$ cat src/hw/rtl/msd_pkg.sv
`timescale 1ns / 1ps
`default_nettype none
// ----------------------------------------------------------------------------
// Morse symbol decoder package
// Shared constants, configuration indexes and the Morse code tables.
// ----------------------------------------------------------------------------
package msd_pkg;

  localparam int unsigned MAX_CODE_SYMBOLS_DEF = 7;

  localparam int unsigned BYTE_W = 8;
  localparam int unsigned CHAR_W = 7;
  localparam int unsigned CFG_IDX_W = 1;

  // Configuration register indexes
  localparam logic [CFG_IDX_W-1:0] CFG_SEPARATOR  = 1'b0;
  localparam logic [CFG_IDX_W-1:0] CFG_WORD_SPACE = 1'b1;

  localparam logic [BYTE_W-1:0] SEPARATOR_RESET  = 8'd32;
  localparam logic [BYTE_W-1:0] WORD_SPACE_RESET = 8'd47;

  localparam logic [BYTE_W-1:0] DOT_BYTE  = 8'h2E;
  localparam logic [BYTE_W-1:0] DASH_BYTE = 8'h2D;

  localparam logic [CHAR_W-1:0] SPACE_CHAR  = 7'd32;
  localparam logic [CHAR_W-1:0] NO_CHAR     = 7'd0;
  localparam logic [CHAR_W-1:0] LETTER_BASE = 7'd97;
  localparam logic [CHAR_W-1:0] DIGIT_BASE  = 7'd48;
  localparam logic [3:0]        DIGIT_LEN   = 4'd5;

  // Width of the code word handed to the matcher (first symbol is the MSB,
  // dash = 1, dot = 0, right aligned).
  localparam int unsigned CODE_W = 8;

  localparam int unsigned N_LETTERS = 26;
  localparam int unsigned N_DIGITS  = 10;
  localparam int unsigned N_MARKS   = 17;

  typedef logic [3:0]        code_len_t;
  typedef logic [CODE_W-1:0] code_bits_t;
  typedef logic [CHAR_W-1:0] char_t;

  localparam code_len_t LETTER_LEN [N_LETTERS] = '{
    4'd2, 4'd4, 4'd4, 4'd3, 4'd1, 4'd4, 4'd3, 4'd4, 4'd2, 4'd4, 4'd3, 4'd4, 4'd2,
    4'd2, 4'd3, 4'd4, 4'd4, 4'd3, 4'd3, 4'd1, 4'd3, 4'd4, 4'd3, 4'd4, 4'd4, 4'd4
  };

  localparam code_bits_t LETTER_BITS [N_LETTERS] = '{
    8'b00000001, 8'b00001000, 8'b00001010, 8'b00000100, 8'b00000000, // a..e
    8'b00000010, 8'b00000110, 8'b00000000, 8'b00000000, 8'b00000111, // f..j
    8'b00000101, 8'b00000100, 8'b00000011, 8'b00000010, 8'b00000111, // k..o
    8'b00000110, 8'b00001101, 8'b00000010, 8'b00000000, 8'b00000001, // p..t
    8'b00000001, 8'b00000001, 8'b00000011, 8'b00001001, 8'b00001011, // u..y
    8'b00001100                                                      // z
  };

  localparam code_bits_t DIGIT_BITS [N_DIGITS] = '{
    8'b00011111, 8'b00001111, 8'b00000111, 8'b00000011, 8'b00000001,
    8'b00000000, 8'b00010000, 8'b00011000, 8'b00011100, 8'b00011110
  };

  localparam code_len_t PUNCT_LEN [N_MARKS] = '{
    4'd6, 4'd6, 4'd6, 4'd6, 4'd6, 4'd5, 4'd6, 4'd5, 4'd6,
    4'd6, 4'd6, 4'd6, 4'd5, 4'd6, 4'd7, 4'd5, 4'd6
  };

  localparam code_bits_t MARK_BITS [N_MARKS] = '{
    8'b00010101, // .
    8'b00111000, // :
    8'b00110011, // ,
    8'b00101010, // ;
    8'b00001100, // ?
    8'b00010001, // =
    8'b00011110, // '
    8'b00010010, // /
    8'b00101011, // !
    8'b00100001, // -
    8'b00001101, // _
    8'b00010010, // "
    8'b00010110, // (
    8'b00101101, // )
    8'b00001001, // $
    8'b00001000, // &
    8'b00011010  // @
  };

  localparam char_t MARK_CHAR [N_MARKS] = '{
    7'd46, 7'd58, 7'd44, 7'd59, 7'd63, 7'd61, 7'd39, 7'd47, 7'd33,
    7'd45, 7'd95, 7'd34, 7'd40, 7'd41, 7'd36, 7'd38, 7'd64
  };

  // Look up a clean dot/dash code of exact length; NO_CHAR when nothing hits.
  function automatic char_t match_code(input code_bits_t bits, input code_len_t len);
    char_t res;
    logic  found;
    res   = NO_CHAR;
    found = 1'b0;
    for (int i = 0; i < N_LETTERS; i++) begin
      if (!found && len == LETTER_LEN[i] && bits == LETTER_BITS[i]) begin
        res   = LETTER_BASE + CHAR_W'(i);
        found = 1'b1;
      end
    end
    for (int i = 0; i < N_DIGITS; i++) begin
      if (!found && len == DIGIT_LEN && bits == DIGIT_BITS[i]) begin
        res   = DIGIT_BASE + CHAR_W'(i);
        found = 1'b1;
      end
    end
    for (int i = 0; i < N_MARKS; i++) begin
      if (!found && len == PUNCT_LEN[i] && bits == MARK_BITS[i]) begin
        res   = MARK_CHAR[i];
        found = 1'b1;
      end
    end
    return res;
  endfunction

endpackage : msd_pkg
`default_nettype wire

$ cat src/hw/rtl/msd_if.sv
`timescale 1ns / 1ps
`default_nettype none
// ----------------------------------------------------------------------------
// Morse symbol decoder channels
// Valid/ready request channels for input bytes and decoded characters.
// ----------------------------------------------------------------------------
interface msd_in_if;
  logic       valid;
  logic       ready;
  logic [7:0] symbol_byte;

  modport source (output valid, output symbol_byte, input ready);
  modport sink   (input valid, input symbol_byte, output ready);
endinterface : msd_in_if

interface msd_out_if;
  logic       valid;
  logic       ready;
  logic [6:0] character;
  logic       undecodable;

  modport source (output valid, output character, output undecodable, input ready);
  modport sink   (input valid, input character, input undecodable, output ready);
endinterface : msd_out_if
`default_nettype wire

$ cat src/hw/rtl/morse_symbol_decoder.sv
`timescale 1ns / 1ps
`default_nettype none
// ----------------------------------------------------------------------------
// Morse symbol decoder
// Turns a byte stream of dots, dashes, separators and word spaces into text.
// ----------------------------------------------------------------------------
// Usage:
//   in_if  carries one stream byte per request. Dots and dashes (and any other
//          byte) are buffered; the separator byte, unless it follows a word
//          space, closes a code and produces one decoded character, or
//          character 0 with undecodable set. The word-space byte produces a space.
//   out_if carries the decoded characters; bytes that only fill the buffer
//          produce nothing.
//   cfg_we_i/cfg_idx_i/cfg_data_i set the separator and word-space bytes;
//          write them only while the block is idle.
// A request passes through the input register, then through the table
// lookup into the result register.
// Throughput is one byte per cycle while the receiver takes results; the
// lookup compares all table entries in parallel.
// Reset clears the buffer, restores separator 32 and word space 47, and
// empties both registers. When the receiver stalls, the result register
// holds its request and the input register takes one more byte, then
// in_if.ready drops until the result is taken.
// ----------------------------------------------------------------------------
module morse_symbol_decoder #(
  parameter int unsigned MAX_CODE_SYMBOLS = msd_pkg::MAX_CODE_SYMBOLS_DEF
) (
  input  wire logic                          clk_i,
  input  wire logic                          rst_ni,
  input  wire logic                          cfg_we_i,
  input  wire logic [msd_pkg::CFG_IDX_W-1:0] cfg_idx_i,
  input  wire logic [msd_pkg::BYTE_W-1:0]    cfg_data_i,
  msd_in_if.sink                             in_if,
  msd_out_if.source                          out_if
);
  import msd_pkg::*;

  localparam int unsigned LEN_W = $clog2(MAX_CODE_SYMBOLS + 1);

  // Configuration registers
  logic [BYTE_W-1:0] sep_q, ws_q;

  // Input register
  logic              in_vld_q, in_vld_d;
  logic [BYTE_W-1:0] in_byte_q, in_byte_d;

  // Code buffer: first symbol is the MSB of the code in dash_q, right aligned
  logic [MAX_CODE_SYMBOLS-1:0] dash_q, dash_d;
  logic [LEN_W-1:0]            len_q, len_d;
  logic                        other_q, other_d;
  logic                        ovf_q, ovf_d;
  logic                        prev_ws_q, prev_ws_d;

  // Result register
  logic              out_vld_q, out_vld_d;
  logic [CHAR_W-1:0] out_char_q, out_char_d;
  logic              out_undec_q, out_undec_d;

  logic  proc;
  logic  is_sep, is_ws, is_dot, is_dash;
  logic  buf_full;
  char_t match_char;

  assign is_sep   = (in_byte_q == sep_q);
  assign is_ws    = (in_byte_q == ws_q);
  assign is_dot   = (in_byte_q == DOT_BYTE);
  assign is_dash  = (in_byte_q == DASH_BYTE);
  assign buf_full = (len_q == LEN_W'(MAX_CODE_SYMBOLS));

  // Advance the held byte when the result register is free or being drained
  assign proc        = in_vld_q && (!out_vld_q || out_if.ready);
  assign in_if.ready = !in_vld_q || proc;

  assign match_char = match_code(CODE_W'(dash_q), 4'(len_q));

  always_comb begin
    in_vld_d    = in_vld_q;
    in_byte_d   = in_byte_q;
    dash_d      = dash_q;
    len_d       = len_q;
    other_d     = other_q;
    ovf_d       = ovf_q;
    prev_ws_d   = prev_ws_q;
    out_vld_d   = out_vld_q;
    out_char_d  = out_char_q;
    out_undec_d = out_undec_q;

    if (out_if.ready) begin
      out_vld_d = 1'b0;
    end

    if (proc) begin
      in_vld_d  = 1'b0;
      prev_ws_d = is_ws;
      if (!is_sep && !is_ws) begin
        if (!buf_full) begin
          dash_d  = {dash_q[MAX_CODE_SYMBOLS-2:0], is_dash};
          other_d = other_q | (!is_dot && !is_dash);
          len_d   = len_q + LEN_W'(1);
        end else begin
          ovf_d = 1'b1;
        end
      end else if (is_sep && !prev_ws_q) begin
        out_vld_d   = 1'b1;
        out_char_d  = (ovf_q || other_q) ? NO_CHAR : match_char;
        out_undec_d = (ovf_q || other_q || match_char == NO_CHAR);
        dash_d      = '0;
        len_d       = '0;
        other_d     = 1'b0;
        ovf_d       = 1'b0;
      end else if (is_ws) begin
        out_vld_d   = 1'b1;
        out_char_d  = SPACE_CHAR;
        out_undec_d = 1'b0;
      end
    end

    if (in_if.valid && in_if.ready) begin
      in_vld_d  = 1'b1;
      in_byte_d = in_if.symbol_byte;
    end
  end

  always_ff @(posedge clk_i or negedge rst_ni) begin
    if (!rst_ni) begin
      sep_q     <= SEPARATOR_RESET;
      ws_q      <= WORD_SPACE_RESET;
      in_vld_q  <= 1'b0;
      dash_q    <= '0;
      len_q     <= '0;
      other_q   <= 1'b0;
      ovf_q     <= 1'b0;
      prev_ws_q <= 1'b0;
      out_vld_q <= 1'b0;
    end else begin
      if (cfg_we_i) begin
        unique case (cfg_idx_i)
          CFG_SEPARATOR:  sep_q <= cfg_data_i;
          CFG_WORD_SPACE: ws_q  <= cfg_data_i;
          default: ;
        endcase
      end
      in_vld_q  <= in_vld_d;
      dash_q    <= dash_d;
      len_q     <= len_d;
      other_q   <= other_d;
      ovf_q     <= ovf_d;
      prev_ws_q <= prev_ws_d;
      out_vld_q <= out_vld_d;
    end
  end

  always_ff @(posedge clk_i) begin
    in_byte_q   <= in_byte_d;
    out_char_q  <= out_char_d;
    out_undec_q <= out_undec_d;
  end

  assign out_if.valid       = out_vld_q;
  assign out_if.character   = out_char_q;
  assign out_if.undecodable = out_undec_q;

  // Assertions
  a_len_bound: assert property (@(posedge clk_i) disable iff (!rst_ni)
    len_q <= LEN_W'(MAX_CODE_SYMBOLS))
    else $error("code length beyond buffer depth");

  a_ovf_full: assert property (@(posedge clk_i) disable iff (!rst_ni)
    ovf_q |-> buf_full)
    else $error("overflow mark set with buffer not full");

  a_other_len: assert property (@(posedge clk_i) disable iff (!rst_ni)
    other_q |-> (len_q != '0))
    else $error("other-symbol mark set on empty buffer");

  a_sep_clear: assert property (@(posedge clk_i) disable iff (!rst_ni)
    (proc && is_sep && !prev_ws_q) |=> (len_q == '0 && !ovf_q && out_vld_q))
    else $error("separator did not clear buffer and post a result");

  a_stall_hold: assert property (@(posedge clk_i) disable iff (!rst_ni)
    (out_vld_q && !out_if.ready) |=> !$past(proc))
    else $error("held byte processed while result stalled");

endmodule : morse_symbol_decoder
`default_nettype wire
$ cat src/flat_wrapper.sv
// flat-port wrapper written by rule: the top's interface ports become plain ports
module morse_symbol_decoder_flat import msd_pkg::*;
#(
  parameter int unsigned MAX_CODE_SYMBOLS = msd_pkg::MAX_CODE_SYMBOLS_DEF
)
  (clk_i, rst_ni, cfg_we_i, cfg_idx_i, cfg_data_i, in_if_valid, in_if_symbol_byte, in_if_ready, out_if_valid, out_if_character, out_if_undecodable, out_if_ready);
  msd_in_if in_if_i ();
  msd_out_if out_if_i ();
  input  wire logic clk_i;
  input  wire logic rst_ni;
  input  wire logic cfg_we_i;
  input  wire logic [msd_pkg::CFG_IDX_W-1:0] cfg_idx_i;
  input  wire logic [msd_pkg::BYTE_W-1:0] cfg_data_i;
  input wire logic [$bits(in_if_i.valid)-1:0] in_if_valid;
  input wire logic [$bits(in_if_i.symbol_byte)-1:0] in_if_symbol_byte;
  output wire logic [$bits(in_if_i.ready)-1:0] in_if_ready;
  output wire logic [$bits(out_if_i.valid)-1:0] out_if_valid;
  output wire logic [$bits(out_if_i.character)-1:0] out_if_character;
  output wire logic [$bits(out_if_i.undecodable)-1:0] out_if_undecodable;
  input wire logic [$bits(out_if_i.ready)-1:0] out_if_ready;
  assign in_if_i.valid = in_if_valid;
  assign in_if_i.symbol_byte = in_if_symbol_byte;
  assign in_if_ready = in_if_i.ready;
  assign out_if_valid = out_if_i.valid;
  assign out_if_character = out_if_i.character;
  assign out_if_undecodable = out_if_i.undecodable;
  assign out_if_i.ready = out_if_ready;
  morse_symbol_decoder #(.MAX_CODE_SYMBOLS(MAX_CODE_SYMBOLS)) u_core (.clk_i(clk_i), .rst_ni(rst_ni), .cfg_we_i(cfg_we_i), .cfg_idx_i(cfg_idx_i), .cfg_data_i(cfg_data_i), .in_if(in_if_i), .out_if(out_if_i));
endmodule
$ cat config.mk
export PLATFORM = sky130hd
export DESIGN_NAME = morse_symbol_decoder_flat
export DESIGN_NICKNAME = d
export VERILOG_FILES = /design/src/hw/rtl/msd_pkg.sv /design/src/hw/rtl/msd_if.sv /design/src/hw/rtl/morse_symbol_decoder.sv /design/src/flat_wrapper.sv
export SDC_FILE = /design/constraint.sdc
export NUM_CORES = 1
export LEC_CHECK = 0
export BUFFER_PORTS_ARGS = -buffer_cell sky130_fd_sc_hd__buf_2
export CORE_MARGIN = 4
export CORE_UTILIZATION = 58
export CTS_CLUSTER_DIAMETER = 50
export DETAILED_ROUTE_END_ITERATION = 12
export PLACE_DENSITY = 0.86
export SLEW_MARGIN = 15
export SYNTH_ARGS = -nofsm -noshare
export SYNTH_HDL_FRONTEND = slang
export SYNTH_SLANG_ARGS = --single-unit
$ cat constraint.sdc
create_clock -name clk_i -period 3.7 [get_ports clk_i]
set_clock_uncertainty 0.2 [all_clocks]
set_input_delay 0.185 -clock clk_i [delete_from_list [all_inputs] [get_ports clk_i]]
set_output_delay 0.185 -clock clk_i [all_outputs]
set_load 0.02 [all_outputs]
Word level (Yosys, flattened, before mapping)
Cells that the tools add are included.
{ "classes": {"n_addsub": 1, "n_eq_ne": 43, "n_mux": 128, "n_bitwise": 3, "reduce_logical": 183} }
{ "ops": {"columns": ["cell", "count"], "rows": [
  ["$mux W7", 59],
  ["$logic_and A1 B1 Y1", 110],
  ["$eq A7 B5 Y1 const B", 10],
  ["$mux W1", 66],
  ["$logic_not A1 Y1", 59],
  ["$eq A7 B4 Y1 const B", 7],
  ["$eq A7 B6 Y1 const B", 6],
  ["$eq A7 B3 Y1 const B", 4],
  ["$eq A8 B6 Y1 const B", 2],
  ["$eq A8 B8 Y1", 2],
  ["$eq A7 B2 Y1 const B", 2],
  ["$logic_not A7 Y1", 2],
  ["$eq A3 B3 Y1 const B", 4],
  ["$mux W3", 3],
  ["$reduce_and A3 Y1", 3],
  ["$eq A7 B1 Y1 const B", 1],
  ["$eq A3 B2 Y1 const B", 2],
  ["$reduce_bool A2 Y1", 3],
  ["$logic_or A1 B1 Y1", 4],
  ["$reduce_and A2 Y1", 2],
  ["$add A3 B1 Y3 const B", 1],
  ["$eq A3 B1 Y1 const B", 1],
  ["$ne A2 B1 Y1 const B", 1],
  ["$ne A2 B2 Y1 const B", 1],
  ["2 further kinds", 3]
]} }
{ "word_totals": {"regBits": 47, "inputBits": 22, "out_inout_bits": 10, "wordCells": 370} }

Logic depth before layout (Yosys ltp)
{ "depth": {"ltp_word": 214, "depth_mapped": 11, "ltp_nobuf": 9} }

Least setup slack after synthesis
OpenSTA, ideal clock, no wires.
{ "synth_path": {"kind": "register to register", "from": "register u_core.len_q[0]", "to": "register u_core.out_char_q[5], in the netlist u_core.out_if.character[5] (data pin)", "setup_time_ns": 0.255, "arrival_ns": 2.407, "t_required_ns": 3.245, "setup_slack_ns": 0.837, "path_stages_with_launch": 11, "n_path_buf": 1, "synth_period_minus_slack_ns": 2.863, "path_cell_list": "dfrtp_1 -> ha_1 -> ha_1 -> buf_1 -> nand2_1 -> a21boi_1 -> a31o_1 -> a221o_1 -> nor4b_4 -> nand3_1 -> a31o_1"} }
{ "synth_between": {"elab_chain_cells": 213, "elab_cells_between_ends": 271, "cone_classes": "7 x eq/ne; 107 x mux; 157 x reduce/logical"} }
{ "synth_lines": {"columns": ["item", "line_no", "source"], "rows": [
  ["start, declared", "morse_symbol_decoder.sv:49", "logic [LEN_W-1:0] len_q, len_d;"],
  ["start signal, assigned", "morse_symbol_decoder.sv:145", "len_q <= len_d;"],
  ["$eq A3 B2 Y1", "msd_pkg.sv:99", "if (!found && len == LETTER_LEN[i] && bits == LETTER_BITS[i]) begin"],
  ["$logic_and A1 B1 Y1", "msd_pkg.sv:99", null],
  ["$mux W1", "msd_pkg.sv:99", null],
  ["$logic_not A1 Y1", "msd_pkg.sv:99", null],
  ["$logic_and A1 B1 Y1 (2 in a row)", "msd_pkg.sv:99", null],
  ["$mux W1", "msd_pkg.sv:99", null],
  ["$logic_not A1 Y1", "msd_pkg.sv:99", null],
  ["$logic_and A1 B1 Y1 (2 in a row)", "msd_pkg.sv:99", null],
  ["[... 193 more ...]", null, null],
  ["$logic_not A1 Y1", "msd_pkg.sv:111", "if (!found && len == PUNCT_LEN[i] && bits == MARK_BITS[i]) begin"],
  ["$logic_and A1 B1 Y1 (2 in a row)", "msd_pkg.sv:111", null],
  ["$mux W1", "msd_pkg.sv:111", null],
  ["$logic_not A1 Y1", "msd_pkg.sv:111", null],
  ["$logic_and A1 B1 Y1 (2 in a row)", "msd_pkg.sv:111", null],
  ["$mux W7 *", "msd_pkg.sv:111", null],
  ["$mux W7 *", "morse_symbol_decoder.sv:105", "out_char_d = (ovf_q || other_q) ? NO_CHAR : match_char;"],
  ["$mux W7 *", "morse_symbol_decoder.sv:103", "end else if (is_sep && !prev_ws_q) begin"],
  ["end signal, assigned", "morse_symbol_decoder.sv:155", "out_char_q <= out_char_d;"],
  ["end, declared", "morse_symbol_decoder.sv:56", "logic [CHAR_W-1:0] out_char_q, out_char_d;"]
]} }
Mark *: on every way between the ends. The rest lies on a longest branch, timed or not.
A chain may end at the register's enable or synchronous reset.

Worst setup path in the final report
{ "layout_path": {"from": "register u_core.len_q[2]", "to": "register u_core.out_char_q[5], in the netlist u_core.out_if.character[5] (data pin)"} }
Same word-level chain as after synthesis.

==> impl_metrics.xml <==
<?xml version="1.0" encoding="UTF-8"?>
<metrics>
  <group name="cts">
    <metric name="clk_path_buf_depth" unit="">2</metric>
    <metric name="postCtsResizedCells" unit="">0</metric>
    <metric name="root_buffer" unit="">sky130_fd_sc_hd__clkbuf_8</metric>
    <metric name="htreeDepth" unit="">2</metric>
    <metric name="clock_latency" unit="ns">0.31</metric>
    <metric name="cts.reportedPaths.clkPinSlew" unit="ns">0.10</metric>
    <metric name="cts_tree" unit="">built</metric>
    <metric name="number_of_sinks_on_the_clock_net" unit="">47</metric>
    <metric name="cts-buffers-inserted" unit="">5</metric>
  </group>
  <group name="final_layout">
    <metric name="drive_above_1_share" unit="">0.206</metric>
    <metric name="fillerInstances" unit="">409</metric>
    <metric name="final_cell_count_no_fill" unit="">475</metric>
    <metric name="num-nets-final" unit="">430</metric>
    <metric name="layout-area-overhead-vs-synth" unit="%">15.3</metric>
    <metric name="final_core_utilization" unit="">0.687</metric>
    <metric name="antenna_cells_inserted" unit="">0</metric>
  </group>
  <group name="global_routing">
    <metric name="grt_use_total" unit="">0.298</metric>
    <metric name="grt_overflow" unit="">0</metric>
    <metric name="grt_pass1_vias" unit="">3148</metric>
    <metric name="grt_max_degree" unit="">32</metric>
    <metric name="first_pass_grt_wire_length" unit="mm">16.6</metric>
    <metric name="antenna_found_initial" unit="">0</metric>
  </group>
  <group name="floorplan">
    <metric name="die_height" unit="um">83.2</metric>
    <metric name="io_pins" unit="">32</metric>
    <metric name="coreArea" unit="mm2">0.00551</metric>
    <metric name="floorplan.die.width" unit="um">83.2</metric>
    <metric name="fp-row-count" unit="">27</metric>
    <metric name="initial_core_util" unit="">0.596</metric>
    <metric name="fp.dieArea" unit="mm2">0.00693</metric>
  </group>
  <group name="setup_path">
    <metric name="r2r-end" unit="">u_core.out_if.character[5]$_SDFFCE_PN1P_</metric>
    <metric name="critPathLaunchType" unit="">flip-flop</metric>
    <metric name="critical_path_arrival" unit="ns">2.97</metric>
    <metric name="ff2ff_path_depth" unit="">9</metric>
    <metric name="worstSetupPathType" unit="">flip-flop to flip-flop</metric>
    <metric name="reg2reg_from" unit="">u_core.len_q[2]$_DFFE_PN0P_</metric>
    <metric name="category_of_the_worst_setup_path_capture_point" unit="">flip-flop</metric>
    <metric name="reg2reg_setup_slack" unit="ns">0.59</metric>
    <metric name="worst-endpoint-required" unit="ns">3.56</metric>
    <metric name="worst-path-max-fanout" unit="">13</metric>
  </group>
  <group name="placement">
    <metric name="placement.io_buffers" unit="">31</metric>
    <metric name="place_hpwl" unit="mm">6.96</metric>
    <metric name="placedCellCount" unit="">447</metric>
    <metric name="gp_routability_congestion" unit="">0.987</metric>
  </group>
  <group name="power">
    <metric name="switching_share" unit="">0.359</metric>
    <metric name="cellInternalPower" unit="W">0.000998</metric>
    <metric name="vdd_ir_drop_max" unit="V">0.000262</metric>
    <metric name="power.sequential.fraction" unit="">0.418</metric>
    <metric name="switchingPower" unit="W">0.000559</metric>
    <metric name="share_clk_of_total_power" unit="">0.232</metric>
    <metric name="power_leakage" unit="nW">1.40</metric>
    <metric name="cellPowerDensity" unit="mW/mm2">411</metric>
    <metric name="combPwrFrac" unit="">0.350</metric>
  </group>
  <group name="logic_synthesis">
    <metric name="post-synth-top-count-cell" unit="">sky130_fd_sc_hd__nand2_1</metric>
    <metric name="synthArstFlopShare" unit="">0.660</metric>
    <metric name="synth_largest_type_area_fraction" unit="">0.191</metric>
    <metric name="post-synth-top-area-cell" unit="">sky130_fd_sc_hd__dfrtp_1</metric>
    <metric name="yosys_most_used_dff" unit="">sky130_fd_sc_hd__dfrtp_1</metric>
    <metric name="number_of_warnings_issued_by_yosys" unit="">0</metric>
    <metric name="syn_area" unit="mm2">0.00328</metric>
    <metric name="netlist_instances" unit="">359</metric>
    <metric name="postSynthRegisterBits" unit="">47</metric>
    <metric name="synth_cell_type_count" unit="">62</metric>
    <metric name="synth_enable_flop_cells" unit="">16</metric>
    <metric name="synth_area_per_cell" unit="um2">9.14</metric>
    <metric name="synth_fp_nets" unit="">387</metric>
    <metric name="synthTopCellsByArea" unit="">sky130_fd_sc_hd__dfrtp_1, sky130_fd_sc_hd__edfxtp_1, sky130_fd_sc_hd__mux2_2</metric>
    <metric name="ys_seq_area_frac" unit="">0.385</metric>
    <metric name="netlist_top_cells_count" unit="">sky130_fd_sc_hd__nand2_1, sky130_fd_sc_hd__nor2_1, sky130_fd_sc_hd__dfrtp_1</metric>
  </group>
  <group name="timing">
    <metric name="final.setup.tns" unit="ns">0</metric>
    <metric name="fin_hold_ws" unit="ns">0.239</metric>
    <metric name="tightestPinTransition" unit="ns">0.810</metric>
    <metric name="timing_hold_violations_final" unit="">0</metric>
    <metric name="maxClockFrequency" unit="MHz">322</metric>
    <metric name="slew_viol_final" unit="">0</metric>
    <metric name="setup_viol" unit="">0</metric>
    <metric name="rsz0062_at_grt" unit="">no</metric>
    <metric name="slew-limit-headroom" unit="">0.459</metric>
    <metric name="period_minus_slack" unit="ns">3.11</metric>
    <metric name="post-route-period-util" unit="">0.840</metric>
  </group>
  <group name="detailed_routing">
    <metric name="total_number_of_vias" unit="">3179</metric>
    <metric name="route.detailed.wl_per_inst" unit="um">21.1</metric>
    <metric name="post_route_ant_nets" unit="">0</metric>
    <metric name="drtIter0Drc" unit="">358</metric>
    <metric name="route.detailed.vias_per_inst" unit="">6.69</metric>
    <metric name="drtPass1Iterations" unit="">5</metric>
    <metric name="routed_wirelength" unit="mm">10.0</metric>
    <metric name="remaining_drc_errors" unit="">0</metric>
  </group>
  <group name="hold_path">
    <metric name="hp-class" unit="">input pin to flip-flop</metric>
    <metric name="hold_depth" unit="">3</metric>
    <metric name="min_from" unit="">cfg_idx_i</metric>
    <metric name="hold_ep" unit="">u_core.sep_q[3]$_DFFE_PN0P_</metric>
  </group>
  <group name="flow_run">
    <metric name="drv.max_cap_violation_count" unit="">0</metric>
  </group>
  <group name="status">
    <metric name="status" unit="">complete, no violations</metric>
  </group>
</metrics>
layer usage:
layer,up-vias,share of wire,GRT usage
li1,1425,-,-
met1,1529,0.41,0.377
met2,183,0.48,0.491
met3,42,0.061,0.0417
met4,0,0.051,0.166
met5,-,0,0
power groups by stage:
stage	clock, W	sequential [W]	combinational [W]
floorplan	0	0.000635	0.000400
global placement	0	0.000652	0.000496
detailed placement	0	0.000657	0.000503
CTS	0.000361	0.000646	0.000522
global route	0.000393	0.000659	0.000595
finish	0.000361	0.000651	0.000545
how the worst max path moves through the flow:
stage,to,startpoint,slack (ns)
final,u_core.out_if.character[5]$_SDFFCE_PN1P_,u_core.len_q[2]$_DFFE_PN0P_,0.59
after detailed placement,u_core.out_if.character[5]$_SDFFCE_PN1P_,u_core.len_q[2]$_DFFE_PN0P_,0.66
after global routing,u_core.out_if.character[5]$_SDFFCE_PN1P_,u_core.len_q[2]$_DFFE_PN0P_,0.40
after floorplan,u_core.out_if.character[5]$_SDFFCE_PN1P_,u_core.len_q[0]$_DFFE_PN0P_,0.84
after CTS,u_core.out_if.character[5]$_SDFFCE_PN1P_,u_core.len_q[2]$_DFFE_PN0P_,0.63
after global placement,u_core.out_if.character[5]$_SDFFCE_PN1P_,u_core.len_q[0]$_DFFE_PN0P_,0.72
worst max-delay path: stages (launching register included):
cell	delay (ns)
sky130_fd_sc_hd__dfrtp_1	0.56
sky130_fd_sc_hd__inv_1	0.14
sky130_fd_sc_hd__ha_1	0.32
sky130_fd_sc_hd__nand2_1	0.12
sky130_fd_sc_hd__a21boi_1	0.11
sky130_fd_sc_hd__a31o_1	0.21
sky130_fd_sc_hd__a221o_1	0.40
sky130_fd_sc_hd__nor4b_4	0.47
sky130_fd_sc_hd__nand3_1	0.12
sky130_fd_sc_hd__a31o_1	0.24
sequential cells by signal, summed over array words and instances, names as in the netlist:
signal / flops
u_core.dash_q: 7
u_core.out_if.character: 7
u_core.out_if.undecodable: 1
u_core.prev_ws_q: 1
u_core.len_q: 3
u_core.sep_q: 8
u_core.in_byte_q: 8
u_core.in_vld_q: 1
u_core.ws_q: 8
u_core.other_q: 1
u_core.ovf_q: 1
u_core.out_if.valid: 1
per-stage QoR:
stage / worst slack, ns / power, W / cell area [um2]
6_report: 0.590 / 0.00156 / 3780
5_1_grt: 0.405 / 0.00165 / 3780
4_1_cts: 0.631 / 0.00153 / 3780
3_5_place_dp: 0.659 / 0.00116 / 3470
3_3_place_gp: 0.717 / 0.00115 / 3470
2_1_floorplan: 0.837 / 0.00103 / 3280
repair_timing:
| item | 4_1_cts | 5_1_grt |
|---|---|---|
| hold buffers | 20 | 0 |
| endpoints found under the hold margin | 51 | 0 |
| buffers inserted | 0 | 0 |
logic make-up (layout without fill, tap and decap cells):
group                    after synthesis  count (layout)  share of synthesized area
AND/OR/NAND/NOR                      155             155                      0.260
multiplexers                          18              18                     0.0618
buffers and inverters                 31              75                     0.0450
flip-flops                            47              47                      0.385
AO/OA/AOI/OAI                         84              84                      0.178
adder cells (fa/ha/maj)                6               6                     0.0229
XOR/XNOR                              18              18                     0.0480
area by class of cell:
class                   instances  area [um2]  share of cell area
repair buffers                 60         423               0.112
multi-input cells             281        1870               0.494
clock inverters                 2        16.3             0.00430
inverters                       7        26.3             0.00694
clock buffers                   6        93.8              0.0248
well taps                      72        90.1              0.0238
flip-flops and latches         47        1260               0.334
cells in the final DEF, fill, tap and decap left out, drive strengths merged, types with 4 or more instances in the layout:
cell type,count
nand4,4
nor2,28
a31oi,8
nor2b,8
dfrtp,25
edfxtp,16
clkbuf,6
o31ai,5
o21ai,15
a22o,9
nor4,15
a21oi,19
nor3,14
a211oi,5
o211ai,4
nand3,14
mux2,18
nor4b,4
buf,40
nand2,31
dfstp,6
and2,6
inv,8
or3,4
nand2b,8
xnor2,17
ha,6
dlygate4sd3,20
(Power assumes the default switching activity.)
